$ cat config.mk
export PLATFORM = sky130hd
export DESIGN_NAME = two_phase_keypad_lock_unit
export DESIGN_NICKNAME = d
export VERILOG_FILES = /design/src/rtl/core/tpkl_pkg.sv /design/src/rtl/core/tpkl_step.sv /design/src/rtl/core/two_phase_keypad_lock_unit.sv
export VERILOG_INCLUDE_DIRS = /design/src /design/src/rtl/core
export SDC_FILE = /design/constraint.sdc
export NUM_CORES = 1
export LEC_CHECK = 0
export BUFFER_PORTS_ARGS = -buffer_cell sky130_fd_sc_hd__clkbuf_2
export CORE_UTILIZATION = 36
export DETAILED_ROUTE_END_ITERATION = 7
export GPL_TIMING_DRIVEN = 0
export PLACE_DENSITY = 0.55
export SKIP_CTS_REPAIR_TIMING = 1
export SLEW_MARGIN = 5
export SYNTH_ARGS = -nofsm -noshare
export SYNTH_HDL_FRONTEND = slang
export SYNTH_SLANG_ARGS = --single-unit
$ cat constraint.sdc
create_clock -name clk -period 8 [get_ports clk]
set_input_delay 0.8 -clock clk [delete_from_list [all_inputs] [get_ports clk]]
set_output_delay 0.8 -clock clk [all_outputs]
set_load 0.005 [all_outputs]
$ cat src/rtl/core/assert_macros.svh
// Assertion macros shared by the lock RTL.
// Depends on nothing; the including module must provide clk and rst.
`ifndef ASSERT_MACROS_SVH
`define ASSERT_MACROS_SVH

// The consequent must hold in the same cycle as the antecedent.
`define TPKL_ASSERT_SAME(lbl, pre, post, msg) \
  lbl: assert property (@(posedge clk) disable iff (rst) (pre) |-> (post)) \
    else $error(msg);

// The consequent must hold in the cycle after the antecedent.
`define TPKL_ASSERT_NEXT(lbl, pre, post, msg) \
  lbl: assert property (@(posedge clk) disable iff (rst) (pre) |=> (post)) \
    else $error(msg);

`endif

$ cat src/rtl/core/tpkl_pkg.sv
// Types and constants of the two-phase keypad lock.
// Used by tpkl_step and two_phase_keypad_lock_unit; depends on nothing.
package tpkl_pkg;

  localparam int CfgIndexW = 3;
  localparam int CfgDataW  = 20;

  localparam logic [1:0] REQ_KEY  = 2'd0;
  localparam logic [1:0] REQ_TICK = 2'd1;
  localparam logic [1:0] REQ_CODE = 2'd2;

  localparam logic [3:0] KEY_ONE  = 4'd1;
  localparam logic [3:0] KEY_TWO  = 4'd2;
  localparam logic [3:0] KEY_D    = 4'd13;
  localparam logic [3:0] KEY_STAR = 4'd14;
  localparam logic [3:0] KEY_HASH = 4'd15;
  localparam logic [3:0] DIGIT_MAX = 4'd9;

  localparam logic [2:0] MODE_SEL   = 3'd0;
  localparam logic [2:0] MODE_P1    = 3'd1;
  localparam logic [2:0] MODE_P2    = 3'd2;
  localparam logic [2:0] MODE_OPEN  = 3'd3;
  localparam logic [2:0] MODE_ALARM = 3'd4;

  localparam logic [1:0] LOCKER_NONE = 2'd0;
  localparam logic [1:0] LOCKER_ONE  = 2'd1;
  localparam logic [1:0] LOCKER_TWO  = 2'd2;

  localparam logic [3:0] EV_NONE    = 4'd0;
  localparam logic [3:0] EV_PASS    = 4'd1;
  localparam logic [3:0] EV_WRONG   = 4'd2;
  localparam logic [3:0] EV_ALARM   = 4'd3;
  localparam logic [3:0] EV_OPENED  = 4'd4;
  localparam logic [3:0] EV_AUTO    = 4'd5;
  localparam logic [3:0] EV_MANUAL  = 4'd6;
  localparam logic [3:0] EV_RESET   = 4'd7;
  localparam logic [3:0] EV_CLEARED = 4'd8;

  localparam logic [CfgIndexW-1:0] REG_SHARED_PIN   = 3'd0;
  localparam logic [CfgIndexW-1:0] REG_PIN_ONE      = 3'd1;
  localparam logic [CfgIndexW-1:0] REG_PIN_TWO      = 3'd2;
  localparam logic [CfgIndexW-1:0] REG_MAX_FAILS    = 3'd3;
  localparam logic [CfgIndexW-1:0] REG_UNLOCK_TICKS = 3'd4;
  localparam logic [CfgIndexW-1:0] REG_ALARM_TICKS  = 3'd5;

  localparam logic [15:0] RST_SHARED_PIN   = 16'h1234;
  localparam logic [15:0] RST_PIN_ONE      = 16'h5678;
  localparam logic [15:0] RST_PIN_TWO      = 16'h9012;
  localparam logic [2:0]  RST_MAX_FAILS    = 3'd3;
  localparam logic [19:0] RST_UNLOCK_TICKS = 20'd300000;
  localparam logic [19:0] RST_ALARM_TICKS  = 20'd10000;

  localparam int LAMP_OPEN_ONE = 0;
  localparam int LAMP_OPEN_TWO = 1;
  localparam int LAMP_RED_ONE  = 2;
  localparam int LAMP_RED_TWO  = 3;
  localparam int LAMP_BUZZER   = 4;

  typedef struct packed {
    logic [1:0] req_type;
    logic [3:0] key_code;
    logic [6:0] otp_one;
    logic [6:0] otp_two;
  } req_t;

  typedef struct packed {
    logic [2:0] mode;
    logic [1:0] active_locker;
    logic       open_one;
    logic       open_two;
    logic       red_one;
    logic       red_two;
    logic       buzzer_on;
    logic [2:0] keys_entered;
    logic [2:0] fail_count;
    logic [3:0] event_res;
  } rsp_t;

  typedef struct packed {
    logic [15:0] shared_pin;
    logic [15:0] pin_one;
    logic [15:0] pin_two;
    logic [2:0]  max_fails;
    logic [19:0] unlock_ticks;
    logic [19:0] alarm_ticks;
  } cfg_t;

  typedef struct packed {
    logic [2:0] mode;
    logic [1:0] locker;
    logic [2:0] fails;
    logic [2:0] entry_len;
    logic [6:0] code_one;
    logic [6:0] code_two;
    logic       code_valid;
    logic [4:0] lamps;
  } state_t;

  typedef logic [5:0][3:0] keys_t;

endpackage

$ cat src/rtl/core/tpkl_step.sv
// Next-state logic of the keypad lock for one request beat.
// Depends on tpkl_pkg for the request, result, state and register types.
module tpkl_step #(
  parameter int TIMER_WIDTH = 20
) (
  input  tpkl_pkg::cfg_t           cfg,
  input  tpkl_pkg::req_t           item,
  input  tpkl_pkg::state_t         state,
  input  logic [TIMER_WIDTH-1:0]   elapsed,
  input  tpkl_pkg::keys_t          keys,
  output tpkl_pkg::state_t         state_next,
  output logic [TIMER_WIDTH-1:0]   elapsed_next,
  output tpkl_pkg::keys_t          keys_next,
  output tpkl_pkg::rsp_t           result
);
  import tpkl_pkg::*;

  localparam int CmpW = (TIMER_WIDTH > CfgDataW) ? TIMER_WIDTH : CfgDataW;

  function automatic logic [3:0] tens_of(input logic [6:0] v);
    logic [3:0] t;
    t = 4'd0;
    for (int k = 1; k < 10; k++) begin
      if (v >= 7'(10 * k)) begin
        t = t + 4'd1;
      end
    end
    return t;
  endfunction

  logic [2:0]             fails_inc;
  logic                   alarm_hit;
  logic [4:0]             red_bits;
  logic [4:0]             open_bits;
  logic [4:0]             wrong_lamps;
  logic [4:0]             closed_lamps;
  logic [TIMER_WIDTH-1:0] elapsed_inc;
  logic                   unlock_hit;
  logic                   alarm_done;
  logic [2:0]             entry_cap;
  logic                   entry_wr;
  logic [2:0]             len_w;
  keys_t                  keys_w;
  logic [15:0]            pin_sel;
  logic [6:0]             code_sel;
  logic [3:0]             code_tens;
  logic [3:0]             code_ones;
  logic [5:0][3:0]        want;
  logic [5:0]             digit_ok;
  logic                   p1_match;
  logic                   p2_match;
  logic [3:0]             event_code;

  assign fails_inc = (state.fails == 3'd7) ? state.fails : state.fails + 3'd1;
  assign alarm_hit = fails_inc >= cfg.max_fails;

  always_comb begin
    red_bits  = '0;
    open_bits = '0;
    if (state.locker == LOCKER_ONE) begin
      red_bits[LAMP_RED_ONE]   = 1'b1;
      open_bits[LAMP_OPEN_ONE] = 1'b1;
    end else if (state.locker == LOCKER_TWO) begin
      red_bits[LAMP_RED_TWO]   = 1'b1;
      open_bits[LAMP_OPEN_TWO] = 1'b1;
    end
  end

  assign wrong_lamps  = state.lamps | red_bits | (5'd1 << LAMP_BUZZER);
  assign closed_lamps = state.lamps & ~open_bits;

  assign elapsed_inc = (elapsed == '1) ? elapsed : elapsed + TIMER_WIDTH'(1);
  assign unlock_hit  = CmpW'(elapsed_inc) >= CmpW'(cfg.unlock_ticks);
  assign alarm_done  = CmpW'(elapsed_inc) >= CmpW'(cfg.alarm_ticks);

  assign entry_cap = (state.mode == MODE_P2) ? 3'd6 : 3'd4;
  assign entry_wr  = state.entry_len < entry_cap;
  assign len_w     = entry_wr ? state.entry_len + 3'd1 : state.entry_len;

  always_comb begin
    keys_w = keys;
    if (entry_wr) begin
      keys_w[state.entry_len] = item.key_code;
    end
  end

  assign pin_sel   = (state.locker == LOCKER_TWO) ? cfg.pin_two : cfg.pin_one;
  assign code_sel  = (state.locker == LOCKER_TWO) ? state.code_two : state.code_one;
  assign code_tens = tens_of(code_sel);
  assign code_ones = 4'(code_sel - 7'(code_tens) * 7'd10);

  always_comb begin
    want[0] = (state.mode == MODE_P2) ? pin_sel[15:12] : cfg.shared_pin[15:12];
    want[1] = (state.mode == MODE_P2) ? pin_sel[11:8]  : cfg.shared_pin[11:8];
    want[2] = (state.mode == MODE_P2) ? pin_sel[7:4]   : cfg.shared_pin[7:4];
    want[3] = (state.mode == MODE_P2) ? pin_sel[3:0]   : cfg.shared_pin[3:0];
    want[4] = code_tens;
    want[5] = code_ones;
    for (int i = 0; i < 6; i++) begin
      digit_ok[i] = (keys_w[i] <= DIGIT_MAX) && (keys_w[i] == want[i]);
    end
  end

  assign p1_match = &digit_ok[3:0];
  assign p2_match = (&digit_ok) && state.code_valid && (code_sel <= 7'd99)
                    && (state.locker == LOCKER_ONE || state.locker == LOCKER_TWO);

  always_comb begin
    state_next   = state;
    elapsed_next = elapsed;
    keys_next    = keys;
    event_code   = EV_NONE;
    case (item.req_type)
      REQ_KEY: begin
        if (item.key_code == KEY_HASH) begin
          state_next.mode      = MODE_SEL;
          state_next.locker    = LOCKER_NONE;
          state_next.fails     = 3'd0;
          state_next.entry_len = 3'd0;
          state_next.lamps     = '0;
          elapsed_next         = '0;
          event_code           = EV_RESET;
        end else if (item.key_code == KEY_D && state.mode == MODE_OPEN) begin
          state_next.lamps = closed_lamps;
          state_next.mode  = MODE_SEL;
          event_code       = EV_MANUAL;
        end else if (item.key_code == KEY_STAR) begin
          if ((state.mode == MODE_P1 || state.mode == MODE_P2) && state.entry_len != 3'd0) begin
            state_next.entry_len = state.entry_len - 3'd1;
          end
        end else begin
          case (state.mode)
            MODE_SEL: begin
              if (item.key_code inside {KEY_ONE, KEY_TWO}) begin
                state_next.locker    = item.key_code[1:0];
                state_next.fails     = 3'd0;
                state_next.entry_len = 3'd0;
                state_next.mode      = MODE_P1;
              end
            end
            MODE_P1, MODE_P2: begin
              keys_next            = keys_w;
              state_next.entry_len = len_w;
              if (len_w >= entry_cap) begin
                if (state.mode == MODE_P1 && p1_match) begin
                  state_next.fails     = 3'd0;
                  state_next.entry_len = 3'd0;
                  state_next.mode      = MODE_P2;
                  event_code           = EV_PASS;
                end else if (state.mode == MODE_P2 && p2_match) begin
                  state_next.lamps     = (state.lamps | open_bits) & ~red_bits;
                  state_next.mode      = MODE_OPEN;
                  state_next.entry_len = 3'd0;
                  elapsed_next         = '0;
                  event_code           = EV_OPENED;
                end else begin
                  state_next.fails     = fails_inc;
                  state_next.entry_len = 3'd0;
                  if (alarm_hit) begin
                    state_next.mode  = MODE_ALARM;
                    state_next.lamps = wrong_lamps;
                    elapsed_next     = '0;
                    event_code       = EV_ALARM;
                  end else begin
                    event_code = EV_WRONG;
                  end
                end
              end
            end
            default: begin
            end
          endcase
        end
      end
      REQ_TICK: begin
        if (state.mode == MODE_OPEN || state.mode == MODE_ALARM) begin
          elapsed_next = elapsed_inc;
          if (state.mode == MODE_OPEN && unlock_hit) begin
            state_next.lamps = closed_lamps;
            state_next.mode  = MODE_SEL;
            event_code       = EV_AUTO;
          end else if (state.mode == MODE_ALARM && alarm_done) begin
            state_next.mode      = MODE_SEL;
            state_next.locker    = LOCKER_NONE;
            state_next.fails     = 3'd0;
            state_next.entry_len = 3'd0;
            state_next.lamps     = '0;
            elapsed_next         = '0;
            event_code           = EV_RESET;
          end
        end
      end
      REQ_CODE: begin
        state_next.code_one   = item.otp_one;
        state_next.code_two   = item.otp_two;
        state_next.code_valid = 1'b1;
        if (state.mode == MODE_P2) begin
          state_next.entry_len = 3'd0;
          event_code           = EV_CLEARED;
        end
      end
      default: begin
      end
    endcase
  end

  always_comb begin
    result.mode          = state_next.mode;
    result.active_locker = state_next.locker;
    result.open_one      = state_next.lamps[LAMP_OPEN_ONE];
    result.open_two      = state_next.lamps[LAMP_OPEN_TWO];
    result.red_one       = state_next.lamps[LAMP_RED_ONE];
    result.red_two       = state_next.lamps[LAMP_RED_TWO];
    result.buzzer_on     = state_next.lamps[LAMP_BUZZER];
    result.keys_entered  = state_next.entry_len;
    result.fail_count    = state_next.fails;
    result.event_res     = event_code;
  end

endmodule

$ cat src/rtl/core/two_phase_keypad_lock_unit.sv
// Top level of the two-phase keypad lock: beat registers, lock state and config.
// Depends on tpkl_pkg, tpkl_step and assert_macros.svh.
//
// Usage:
// A request beat (key press, tick or new one-time codes) enters on req_valid and
// req_data and is taken at an edge where req_valid is high and req_stall is low.
// Every request gives exactly one result beat on rsp_valid and rsp_data, which the
// receiver takes at an edge where rsp_stall is low.
// A request is first held in an input register; from there the lock logic updates the
// state and loads the result register once the result register is empty or taken.
// One request is taken per cycle, sustained, while the receiver does not stall.
// That rate is set by the combinational state update in tpkl_step.
// When the receiver stalls, the result register holds its beat and the input
// register holds one more request, after which req_stall rises.
// Registers are written on cfg_valid with cfg_index and cfg_data; cfg_ready is
// always high. The user, not the block, must make writes only while no request is in flight.
// Synchronous reset returns the lock to select mode with all lamps off, clears the
// stored codes and loads the default PINs and limits. There is no clearing pass.
`include "assert_macros.svh"

module two_phase_keypad_lock_unit #(
  parameter int TIMER_WIDTH = 20
) (
  input  logic                              clk,
  input  logic                              rst,
  input  logic                              req_valid,
  output logic                              req_stall,
  input  tpkl_pkg::req_t                    req_data,
  output logic                              rsp_valid,
  input  logic                              rsp_stall,
  output tpkl_pkg::rsp_t                    rsp_data,
  input  logic                              cfg_valid,
  output logic                              cfg_ready,
  input  logic [tpkl_pkg::CfgIndexW-1:0]    cfg_index,
  input  logic [tpkl_pkg::CfgDataW-1:0]     cfg_data
);
  import tpkl_pkg::*;

  cfg_t                   regs;
  req_t                   item;
  logic                   item_valid;
  state_t                 state;
  state_t                 state_next;
  logic [TIMER_WIDTH-1:0] elapsed;
  logic [TIMER_WIDTH-1:0] elapsed_next;
  keys_t                  keys;
  keys_t                  keys_next;
  rsp_t                   result;
  logic                   advance;

  assign cfg_ready = 1'b1;
  assign advance   = item_valid && (!rsp_valid || !rsp_stall);
  assign req_stall = item_valid && !advance;

  always_ff @(posedge clk) begin
    if (rst) begin
      regs.shared_pin   <= RST_SHARED_PIN;
      regs.pin_one      <= RST_PIN_ONE;
      regs.pin_two      <= RST_PIN_TWO;
      regs.max_fails    <= RST_MAX_FAILS;
      regs.unlock_ticks <= RST_UNLOCK_TICKS;
      regs.alarm_ticks  <= RST_ALARM_TICKS;
    end else if (cfg_valid && cfg_ready) begin
      case (cfg_index)
        REG_SHARED_PIN:   regs.shared_pin   <= cfg_data[15:0];
        REG_PIN_ONE:      regs.pin_one      <= cfg_data[15:0];
        REG_PIN_TWO:      regs.pin_two      <= cfg_data[15:0];
        REG_MAX_FAILS:    regs.max_fails    <= cfg_data[2:0];
        REG_UNLOCK_TICKS: regs.unlock_ticks <= cfg_data;
        REG_ALARM_TICKS:  regs.alarm_ticks  <= cfg_data;
        default: begin
        end
      endcase
    end
  end

  always_ff @(posedge clk) begin
    if (rst) begin
      item_valid <= 1'b0;
    end else if (!req_stall) begin
      item_valid <= req_valid;
    end
  end

  always_ff @(posedge clk) begin
    if (req_valid && !req_stall) begin
      item <= req_data;
    end
  end

  tpkl_step #(
    .TIMER_WIDTH(TIMER_WIDTH)
  ) u_step (
    .cfg          (regs),
    .item         (item),
    .state        (state),
    .elapsed      (elapsed),
    .keys         (keys),
    .state_next   (state_next),
    .elapsed_next (elapsed_next),
    .keys_next    (keys_next),
    .result       (result)
  );

  always_ff @(posedge clk) begin
    if (rst) begin
      state.mode       <= MODE_SEL;
      state.locker     <= LOCKER_NONE;
      state.fails      <= 3'd0;
      state.entry_len  <= 3'd0;
      state.code_one   <= 7'd0;
      state.code_two   <= 7'd0;
      state.code_valid <= 1'b0;
      state.lamps      <= '0;
      elapsed          <= '0;
    end else if (advance) begin
      state   <= state_next;
      elapsed <= elapsed_next;
    end
  end

  always_ff @(posedge clk) begin
    if (advance) begin
      keys     <= keys_next;
      rsp_data <= result;
    end
  end

  always_ff @(posedge clk) begin
    if (rst) begin
      rsp_valid <= 1'b0;
    end else if (advance) begin
      rsp_valid <= 1'b1;
    end else if (!rsp_stall) begin
      rsp_valid <= 1'b0;
    end
  end

  `TPKL_ASSERT_NEXT(a_advance_gives_beat, advance, rsp_valid, "Taken request gave no result beat.")
  `TPKL_ASSERT_SAME(a_bolt_only_open, state.lamps[1:0] != 2'b00, state.mode == MODE_OPEN, "Bolt open outside unlocked mode.")
  `TPKL_ASSERT_SAME(a_buzzer_alarm, 1'b1, state.lamps[LAMP_BUZZER] == (state.mode == MODE_ALARM), "Buzzer does not follow alarm mode.")
  `TPKL_ASSERT_SAME(a_entry_idle_empty, state.mode != MODE_P1 && state.mode != MODE_P2, state.entry_len == 3'd0, "Entry buffer not empty outside entry phases.")

endmodule
==> impl_metrics.toml <==
[sta]
worst_slew_pin_slew_ns = 1.09
fin_crit_sh_pct = 101
fmax_mhz = 124
setup_violations = 14
final.min_clock_period_ns = 8.09
hold_viol = 0
relSlewSlack_pct = 27.0
setup_ws_ns = -0.0866
skew_ns = 0.0115
drv_slew = 0
rsz0062_at_grt = "yes"

[cells_and_area]
fin_nets = 1649
drive_above_1_share_pct = 17.2
fillCellCount = 3336
area_growth_pct = 18.8
antenna_cells = 0

[critical_path]
startpoint_type = "flop"
rrSetupSlack_ns = -0.09
end_kind = "flop"
slowest_delay_ns = 0.46
crit_required_ns = 8.27
worst_r2r_path_depth = 41
path_depth = 41
path_delay_family = "adder cells"
cp_max_fo = 7
crit_type = "reg -> reg"
crit_buf_inv = 6
crit_slowest_cell = "a2111o_1"
cp.arrival_ns = 8.35

[worst_hold_path]
min_path_cells = 2
min_path_type = "reg -> reg"

[global_route]
grt_start_max_net_pins = 30
track_usage_pct = 20.4
antenna_found_initial = 0
overflow = 0
grt_pass1_vias = 10085
grt_pass1_wl_um = 56700

[run_status]
status = "finished with violations"
violations = "setup timing"

[routing]
drc = 0
wl_um = 36700
ant_nets = 0
vias_per_cell = 5.35
initialDrtViolationCount = 666
vias = 10728
drtPass1Iterations = 7
wl_per_cell_um = 18.3

[synthesis]
ys_types = 94
synth-main-ff-cell = "dfxtp_1"
syn_area_um2 = 12200
synth_edf_count = 64
syn_avg_cell_area_um2 = 8.65
netlist_instances = 1414
ys_seq_area_share_pct = 39.3
synthArstFlopShare_pct = 0
syn_nets = 1523
yosys_warnings = 0
synth-seq-cells = 208

[floorplan]
core_um2 = 33400
io_pins = 71
initial_core_util_pct = 36.6
fp.dieW_um = 186
die_area_um2 = 34700
dieHeight_um = 186
rows = 67

[cts]
h-tree-depth = 1
clock_latency_ns = 0.52
clk_pin_slew_worst_paths_ns = 0.06
cts_tree = "built"
cts_buffers = 25
cts_root_buffer = "clkbuf_16"
numClockSinks = 208
clk_path_buf_depth = 3

[placed_design]
place_congestion = 0.888
dp_slack_ns = -1.25
numPortBuffers = 68
dp_hpwl_um = 27200

[power_and_ir_drop]
power.total_mw = 2.45
p_leak_nw = 5.46
ir_worst_vdd_mv = 0.135
p_per_area_nw_per_um2 = 168

[run]
maxCapViolCount = 0
-- worst min-delay path, cell delays in order (launching register included) --
cell and delay (ns):
dfxtp_1 0.30, nand2_1 0.05, a21oi_1 0.05
-- Yosys cell counts, types with 7 or more instances --
cell type,count,area share [%]
mux2i_1,37,3.0
edfxtp_1,64,16
nand2_1,271,8.3
and3_1,14,0.72
nor2b_1,12,0.61
a211oi_1,10,0.61
xnor2_1,30,2.1
nand3_1,66,2.7
nor3_1,37,1.5
a21o_1,27,1.7
inv_1,73,2.2
o21ai_0,40,1.6
nand2b_1,7,0.36
dfxtp_1,144,24
a221oi_1,12,0.86
xor2_1,15,1.1
o211ai_1,24,1.5
o21a_1,9,0.55
or3_1,10,0.51
a31oi_1,9,0.46
nor4_1,11,0.56
nor2_1,76,2.3
clkbuf_1,58,1.8
mux2_2,33,3.0
nand4_1,9,0.46
ha_1,60,6.1
a21oi_1,124,5.1
-- kinds of logic after synthesis --
logic type	share of synthesized area (%)
compound gates	16.7
flops	39.3
fa+ha+maj	6.30
buf+inv	5.35
xor+xnor	4.23
simple gates	21.2
other cells	0.0307
mux	6.92
-- sequential cells by signal (all words and copies together) (netlist names) --
name	count
state	31
rsp_data	20
item	20
keys	24
item_valid	1
regs	91
rsp_valid	1
elapsed	20
-- report_power, final --
| part | switching [mW] | total [mW] | internal, mW |
|---|---|---|---|
| Clock | 0.441 | 1.11 | 0.666 |
| Sequential | 0.0128 | 1.12 | 1.11 |
| Combinational | 0.140 | 0.219 | 0.0792 |
-- area by class of cell --
cell class | count | area (um2) | share of cell area (%)
clock inverters | 5 | 80.1 | 0.551
clock buffers | 38 | 704 | 4.85
multi-input cells | 1053 | 7050 | 48.5
plain buffers | 76 | 383 | 2.63
flip-flops and latches | 208 | 4810 | 33.1
inverters | 75 | 298 | 2.05
well taps | 448 | 561 | 3.86
repair buffers | 101 | 649 | 4.47
-- per-stage QoR --
step,utilization [%],TNS (ns),hold slack [ns],cell area (um2),instances
2_1_floorplan,-,0,0.432,12300,1414
4_1_cts,41.9,-46.84,0.435,14000,1975
3_3_place_gp,39.4,-39.82,0.439,13200,1930
6_report,43.4,-0.702,0.452,14500,2004
5_1_grt,43.4,-13.53,0.441,14500,2004
3_5_place_dp,39.5,-45.15,0.447,13200,1932
-- placed cells by master (no fill, tap or decap), types with 8 or more instances in the layout --
| cell type | instances |
|---|---|
| o21a_1 | 9 |
| inv_1 | 69 |
| nor2b_1 | 10 |
| nor2_1 | 72 |
| dfxtp_1 | 143 |
| nand2_1 | 269 |
| nand4_1 | 9 |
| mux2_2 | 32 |
| xnor2_1 | 29 |
| clkbuf_1 | 65 |
| mux2i_1 | 36 |
| nor4_1 | 10 |
| a31oi_1 | 8 |
| ha_1 | 55 |
| buf_4 | 31 |
| nor3_1 | 35 |
| o21ai_0 | 39 |
| a221oi_1 | 12 |
| or3_1 | 9 |
| and3_1 | 14 |
| edfxtp_1 | 64 |
| a21o_1 | 27 |
| o211ai_1 | 24 |
| a21oi_1 | 116 |
| clkbuf_2 | 69 |
| xor2_1 | 15 |
| clkbuf_16 | 26 |
| nand3_1 | 62 |
-- final timing paths --
path,from,endpoint
setup / recovery,state[26],rsp_data[5]
hold / removal,regs[59],regs[59]
setup reg to reg,state[26],rsp_data[5]
hold reg to reg,regs[59],regs[59]
-- metal layers --
layer  vias up  global-route usage [%]  part of all wire (%)
met2       278                    33.2                    46
met3        58                    2.05                   4.4
met5         -                       0                     0
met4         0                    5.53                   2.7
li1       5262                       -                     -
met1      5130                    28.8                    47
Power figures use the tool's default switching activity.
